## src/rtl/cls_pkg.sv

```systemverilog
`timescale 1ns / 1ps
// ----------------------------------------------------------------------------
// cls_pkg
// Shared types, codes and constants of the frame classifier and flow counter.
// ----------------------------------------------------------------------------
package cls_pkg;

    // default flow table depth
    localparam int FLOW_ENTRIES_DEF = 1024;

    // header codes
    localparam logic [15:0] ETH_IPV4   = 16'h0800;
    localparam logic [15:0] ETH_IPV6   = 16'h86DD;
    localparam logic [7:0]  PROTO_TCP  = 8'd6;
    localparam logic [7:0]  PROTO_UDP  = 8'd17;
    localparam logic [7:0]  PROTO_ICMP = 8'd1;
    localparam logic [7:0]  PROTO_ICMP6 = 8'd58;
    localparam logic [15:0] POS_ETH_HI = 16'd12;
    localparam logic [15:0] POS_ETH_LO = 16'd13;
    localparam logic [15:0] POS_IHL    = 16'd14;
    localparam logic [15:0] POS_NH6    = 16'd20;
    localparam logic [15:0] POS_PROTO4 = 16'd23;
    localparam logic [15:0] POS_IP_LO  = 16'd26;
    localparam logic [15:0] POS_IP_HI  = 16'd33;
    localparam logic [15:0] POS_MAX    = 16'hFFFF;

    // packet class codes
    typedef enum logic [3:0] {
        PC_OTHER  = 4'd0,
        PC_V4_TCP = 4'd1,
        PC_V4_UDP = 4'd2,
        PC_V4_ICMP = 4'd3,
        PC_V4_OTH = 4'd4,
        PC_V6_TCP = 4'd5,
        PC_V6_UDP = 4'd6,
        PC_V6_ICMP = 4'd7,
        PC_V6_OTH = 4'd8
    } t_pclass;

    // flow status codes
    typedef enum logic [1:0] {
        FS_NONE = 2'd0,
        FS_HIT  = 2'd1,
        FS_NEW  = 2'd2,
        FS_FULL = 2'd3
    } t_fstat;

    // flow table entry: addresses, ports and protocol, packets, bytes
    localparam int ENTRY_W = 64 + 40 + 32 + 48;

    // controller to datapath commands
    typedef struct packed {
        logic take;      // parse the accepted byte
        logic rd_first;  // read entry zero
        logic rd_next;   // read following entry
        logic wr_hit;    // update matched entry
        logic wr_new;    // store new entry
        logic set_full;  // mark table full
        logic finish;    // load result, bump counters, clear header
    } t_cmd;

    // datapath to controller status
    typedef struct packed {
        logic tracked;   // ipv4 tcp or udp
        logic used_zero;
        logic match;
        logic last;      // current entry is the last used one
        logic full;
        logic out_free;
    } t_stat;

endpackage

```

## src/rtl/cls_ctrl.sv

```systemverilog
`timescale 1ns / 1ps
// ----------------------------------------------------------------------------
// cls_ctrl
// Controller: byte intake, classification and linear flow table search.
// ----------------------------------------------------------------------------
module cls_ctrl (
    input  logic           i_clk,
    input  logic           i_rst_n,
    input  logic           i_in_valid,
    input  logic           i_in_last,
    output logic           o_in_ready,
    input  cls_pkg::t_stat i_stat,
    output cls_pkg::t_cmd  o_cmd
);
    typedef enum logic [5:0] {
        S_IDLE  = 6'b000001,
        S_CLASS = 6'b000010,
        S_CMP   = 6'b000100,
        S_MISS  = 6'b001000,
        S_DONE  = 6'b010000,
        S_SPARE = 6'b100000
    } t_state;

    t_state r_state, n_state;

    // state register
    always_ff @(posedge i_clk) begin
        if (!i_rst_n) begin
            r_state <= S_IDLE;
        end else begin
            r_state <= n_state;
        end
    end

    assign o_in_ready = (r_state == S_IDLE);

    // next state and commands
    always_comb begin
        n_state = r_state;
        o_cmd   = '0;
        unique case (r_state)
            S_IDLE: begin
                if (i_in_valid) begin
                    o_cmd.take = 1'b1;
                    if (i_in_last) begin
                        n_state = S_CLASS;
                    end
                end
            end
            S_CLASS: begin
                if (!i_stat.tracked) begin
                    n_state = S_DONE;
                end else if (i_stat.used_zero) begin
                    n_state = S_MISS;
                end else begin
                    o_cmd.rd_first = 1'b1;
                    n_state = S_CMP;
                end
            end
            S_CMP: begin
                if (i_stat.match) begin
                    o_cmd.wr_hit = 1'b1;
                    n_state = S_DONE;
                end else if (!i_stat.last) begin
                    o_cmd.rd_next = 1'b1;
                end else begin
                    n_state = S_MISS;
                end
            end
            S_MISS: begin
                if (i_stat.full) begin
                    o_cmd.set_full = 1'b1;
                end else begin
                    o_cmd.wr_new = 1'b1;
                end
                n_state = S_DONE;
            end
            S_DONE: begin
                if (i_stat.out_free) begin
                    o_cmd.finish = 1'b1;
                    n_state = S_IDLE;
                end
            end
            default: begin
                n_state = S_IDLE;
            end
        endcase
    end
endmodule

```

## config.mk

```make
export PLATFORM = sky130hd
export DESIGN_NAME = cls_ctrl
export DESIGN_NICKNAME = d
export VERILOG_FILES = /design/src/rtl/cls_pkg.sv /design/src/rtl/cls_ctrl.sv
export SDC_FILE = /design/constraint.sdc
export NUM_CORES = 1
export LEC_CHECK = 0
export ABC_CLOCK_PERIOD_IN_PS = 1550
export BUFFER_PORTS_ARGS = -buffer_cell sky130_fd_sc_hd__buf_2
export CORE_MARGIN = 1
export CORE_UTILIZATION = 28
export CTS_CLUSTER_DIAMETER = 120
export DETAILED_ROUTE_END_ITERATION = 16
export PLACE_DENSITY = 0.51
export SYNTH_ARGS = -nofsm -noshare
export SYNTH_HDL_FRONTEND = slang
export SYNTH_SLANG_ARGS = --single-unit
```

## constraint.sdc

```tcl
create_clock -name i_clk -period 1.55 [get_ports i_clk]
set_input_delay 0.0775 -clock i_clk [delete_from_list [all_inputs] [get_ports i_clk]]
set_output_delay 0.0775 -clock i_clk [all_outputs]
set_load 0.01 [all_outputs]
```

After elaboration in Yosys (flattened, before gate mapping)
Cells that the tools add are included.
{"block": "classes", "n_eq_ne": 9, "mux": 22, "reduce_logical": 1}
{"cell": "6-bit two-way mux", "n": 6}
{"cell": "6-bit case mux with 5 select lines", "n": 1}
{"cell": "1-bit two-way mux", "n": 12}
{"cell": "6-bit by 1-bit equality test with 1-bit output (second input constant)", "n": 1}
{"cell": "6-bit by 2-bit equality test with 1-bit output (second input constant)", "n": 1}
{"cell": "6-bit by 3-bit equality test with 1-bit output (second input constant)", "n": 1}
{"cell": "6-bit by 4-bit equality test with 1-bit output (second input constant)", "n": 1}
{"cell": "6-bit by 5-bit equality test with 1-bit output (second input constant)", "n": 1}
{"cell": "2-bit inequality test (second input constant)", "n": 3}
{"cell": "2-bit two-way mux", "n": 2}
{"cell": "4-bit two-way mux", "n": 1}
{"cell": "4-bit AND reduction", "n": 1}
{"cell": "3-bit inequality test (second input constant)", "n": 1}
{"block": "word_totals", "reg_bits": 6, "inputBits": 10, "out_inout_bits": 8, "elab_cells": 33}

Longest topological paths before layout
{"block": "depth", "depth_word": 3, "mapped_depth": 4, "depth_no_buf": 3}

Worst setup path before layout
OpenSTA, ideal clock, no wires.
{"block": "synth_timing", "path_type": "register to register", "from": "register r_state[1]", "to": "register r_state[1]", "setup_time_ns": 0.087, "t_arrival_ns": 1.286, "required_ns": 1.463, "path_slack_ns": 0.177, "stages_incl_launch_ff": 5, "path_buffers": 1, "synth_period_minus_slack_ns": 1.373, "path_cell_list": "dfxtp_1 > buf_6 > or4b_4 > nor2_4 > nor4b_4"}
{"block": "synth_between", "elab_chain_len": 3, "word_cells_on_any_way": 11, "classes_between": "9 x eq/ne; 1 x mux; 1 x reduce/logical"}
{"item": "start, declared", "line_no": "cls_ctrl.sv:24", "source": "t_state r_state, n_state;"}
{"item": "start signal, assigned", "line_no": "cls_ctrl.sv:31", "source": "r_state <= n_state;"}
{"item": "6-bit by 1-bit equality test with 1-bit output (*)"}
{"item": "net o_in_ready", "line_no": "cls_ctrl.sv:11", "source": "output logic o_in_ready,"}
{"item": "2-bit inequality test (no line)"}
{"item": "4-bit AND reduction (no line)"}
Mark *: on every way through the listed nets, which the timed path passes. The rest lies on a longest branch.
A chain may end at the register's enable or synchronous reset.

==> impl_metrics.yaml <==
status:
  run_status: "finished with violations"
  violations: "setup timing"
flow_run:
  maxcap_violations: 0
power:
  p_leak_nw: 0.3435
  power_density_relative_to_cell_area_nw_per_um2: 555.4
  max_rail_drop_vdd_mv: 0.5322
clock_tree:
  cts_hold_buf: 0
  cts_tree: "done"
  clock_root_buffer: "sky130_fd_sc_hd__clkbuf_4"
  cts-buffers-inserted: 3
  cts.clk_slew.worst_paths_ns: 0.05
  clk_path_buf_depth: 2
  ctsHtreeMaxLevel: 1
  clk_latency_ns: 0.24
  cts.sinks: 5
worst_setup_path:
  maximum_fanout_along_the_worst_path: 2
  number_of_cells_on_the_worst_reg_to_reg_path: 6
  worst_setup_path_end_kind: "output port"
  timing.rr.end: "r_state[1]$_SDFFE_PN0P_"
  cp_num_buf_inv: 2
  worstSetupStartpointType: "flop"
  regToRegStartpoint: "r_state[3]$_SDFFE_PN0P_"
  critPathMostFrequentCell: "sky130_fd_sc_hd__buf_6"
  ff2ff_setup_slack_ns: 0.02
  cp_slowest_stage_delay_ns: 0.54
  cp-startpoint: "r_state[3]$_SDFFE_PN0P_"
  crit_required_ns: 1.47
  cp_top_family: "simple AND/OR/NAND/NOR gates"
  crit_cells: 5
  worst_setup_path_endpoint: "o_cmd[6]"
  crit_type: "flop to output port"
  cp.arrival_ns: 1.55
  worstPathCellList: "buf_6, or4b_4, nor2_4, and2_4, buf_6"
  critical_path.slowest_cell: "sky130_fd_sc_hd__or4b_4"
timing:
  max_freq_ghz: 0.6143
  timing_hold_violations_final: 0
  fin_ws_ns: -0.07793
  setup-violations-final: 2
  fin_crit_sh: 1.050
  timing.final.crit_period_ns: 1.628
  finClkSkew_ns: 0.003790
  totalNegativeSetupSlack_ns: -0.1344
  worst_slew_pin_slew_ns: 0.2946
  final-max-slew-violation-count: 0
  fin_worst_hold_slack_ns: 0.04037
  rsz0062_at_grt: "true"
  slew_headroom: 0.8032
final_layout:
  final_core_util: 0.4954
  antennaDiodeCount: 0
  post_route_cells_drive_above_1_share: 0.6528
  layout-area-overhead-vs-synth_pct: 55.46
  regMostFlops: "r_state"
  largest_reg_flops: 5
  finalNetCount: 83
  nFillCells: 143
  layout_top_registers: "r_state (5)"
place:
  portBuffers: 17
  hpwl_um: 833.8
  gp_routability_congestion: 0.7571
detailed_routing:
  remaining_drc_errors: 0
  ratio_of_routed_vias_to_standard_cells: 5.126
  detailedRoute.firstPassIterationCount: 2
  vias: 446
  ant_nets: 0
  finalWirelength_um: 1163
  drt-initial-drc-count: 5
  routedWlPerCell_um: 13.37
logic_synthesis:
  post_synth_instance_area_um2: 435.4
  netlist.top_cell.by_area: "sky130_fd_sc_hd__dfxtp_1"
  ys_seq_elements: 5
  synth.lib_cells_used.distinct: 31
  synth_seq_area_share: 0.2299
  post_synth_inst_count: 45
  syn_avg_cell_area_um2: 9.676
  synth_largest_type_area_fraction: 0.2299
  synth_fp_nets: 55
  cell_types_occupying_the_most_area_after_synthesis: "sky130_fd_sc_hd__dfxtp_1 (23%), sky130_fd_sc_hd__buf_6 (10%), sky130_fd_sc_hd__a2111oi_1 (6.9%), sky130_fd_sc_hd__nor4b_4 (5.5%), sky130_fd_sc_hd__nand4b_1 (4.0%)"
  synth_warnings: 0
floorplanning:
  fp.coreArea_um2: 1366
  floorplan.io_pins: 18
  die_area_um2: 1717
  die_h_um: 41.44
  chipWidth_um: 41.44
  start_util: 0.3187
  rows: 13
global_route:
  grt_antenna_before_repair: 0
  wire_length_of_the_first_global_routing_pass_um: 1904
  globalRouteOverflowTotal: 0
  first_global_vias: 445
  gr-usage-all-layers: 0.1429
  largest_net_degree_at_the_start_of_global_routing: 10
min_path:
  number_of_cells_traversed_by_the_worst_hold_path: 2
  worstHoldPathType: "input pin to flop"
[final cells by class]
cell class / count / area [um2] / share of cell area
multi-input cells: 33 / 336.6 / 0.4972
repair buffers: 27 / 180.2 / 0.2662
flip-flops and latches: 5 / 103.9 / 0.1534
clock buffers: 4 / 26.28 / 0.03882
well taps: 15 / 18.77 / 0.02773
inverters: 3 / 11.26 / 0.01664
[repair_timing]
item,in CTS,in global routing
endpoints found under the setup margin,3,11
hold endpoints to repair,0,0
resized for setup,6,12
pin swaps,3,7
setup buffers,5,0
[metrics by stage]
stage	worst slack, ns	power (W)	cells	cell area, um2
2_1_floorplan	0.1773	0.0001724	45	435.4
3_3_place_gp	0.03959	0.0001961	78	531.8
3_5_place_dp	0.06059	0.0001964	78	531.8
4_1_cts	-0.1310	0.0003709	87	619.3
5_1_grt	-0.1389	0.0004001	87	676.9
6_report	-0.07793	0.0003759	87	676.9
[kinds of logic after synthesis]
| kind of cell | Yosys count | synth area share |
|---|---|---|
| AOI/OAI and AO/OA | 8 | 0.1523 |
| xor gates and xnor gates | 1 | 0.02012 |
| buffers and inverters | 7 | 0.1293 |
| DFF | 5 | 0.2299 |
| and+or+nand+nor | 24 | 0.4684 |
[cell usage after synthesis]
cell,n
sky130_fd_sc_hd__or2b_2,1
sky130_fd_sc_hd__nor2_4,1
sky130_fd_sc_hd__nor4_1,1
sky130_fd_sc_hd__o31ai_1,1
sky130_fd_sc_hd__nand4b_1,2
sky130_fd_sc_hd__nor2_1,2
sky130_fd_sc_hd__buf_6,4
sky130_fd_sc_hd__and2b_1,1
sky130_fd_sc_hd__and3_1,2
sky130_fd_sc_hd__nor3_1,1
sky130_fd_sc_hd__nand4_1,1
sky130_fd_sc_hd__nor4b_4,1
sky130_fd_sc_hd__a21oi_1,1
sky130_fd_sc_hd__and2_2,1
sky130_fd_sc_hd__o21ai_0,1
sky130_fd_sc_hd__nor4bb_1,1
sky130_fd_sc_hd__nor3_2,1
sky130_fd_sc_hd__nor4_2,1
sky130_fd_sc_hd__or4b_4,1
sky130_fd_sc_hd__o31a_1,1
sky130_fd_sc_hd__and3b_1,1
sky130_fd_sc_hd__a2111oi_1,3
sky130_fd_sc_hd__xor2_1,1
sky130_fd_sc_hd__nand2_1,1
sky130_fd_sc_hd__or3b_1,1
sky130_fd_sc_hd__o211a_1,1
sky130_fd_sc_hd__dfxtp_1,5
sky130_fd_sc_hd__inv_1,3
sky130_fd_sc_hd__and4b_1,1
sky130_fd_sc_hd__nand3_1,1
sky130_fd_sc_hd__nor3b_1,1
[worst min path at each step]
stage,start,to
6_report,i_rst_n,r_state[0]$_SDFFE_PN1P_
5_1_grt,i_rst_n,r_state[0]$_SDFFE_PN1P_
4_1_cts,i_rst_n,r_state[0]$_SDFFE_PN1P_
3_5_place_dp,i_rst_n,r_state[0]$_SDFFE_PN1P_
3_3_place_gp,i_rst_n,r_state[0]$_SDFFE_PN1P_
2_1_floorplan,i_rst_n,r_state[0]$_SDFFE_PN1P_
[layer usage]
layer | global-route usage | routed length (um)
met1 | 0.1640 | 516
met2 | 0.2656 | 610
met3 | 0.05217 | 36
met4 | 0 | 0
met5 | 0 | 0
[placed cells by master (no fill, tap or decap), types with 2 or more instances in the layout]
cell,synthesis,routed
sky130_fd_sc_hd__buf_2,0,15
sky130_fd_sc_hd__buf_4,0,8
sky130_fd_sc_hd__buf_6,4,4
sky130_fd_sc_hd__inv_1,3,3
sky130_fd_sc_hd__a2111oi_2,0,3
sky130_fd_sc_hd__clkbuf_4,0,3
sky130_fd_sc_hd__dfxtp_2,0,3
sky130_fd_sc_hd__and3_1,2,2
sky130_fd_sc_hd__nand4b_1,2,2
sky130_fd_sc_hd__nor2_1,2,2
sky130_fd_sc_hd__dfxtp_1,5,2
[power by group]
part           switching [W]  total [W]  internal [W]
logic              0.0000353  0.0000857     0.0000504
registers         0.00000516   0.000137      0.000132
clock network      0.0000558   0.000153     0.0000975
total              0.0000963   0.000376      0.000280
Power figures use the tool's default switching activity.
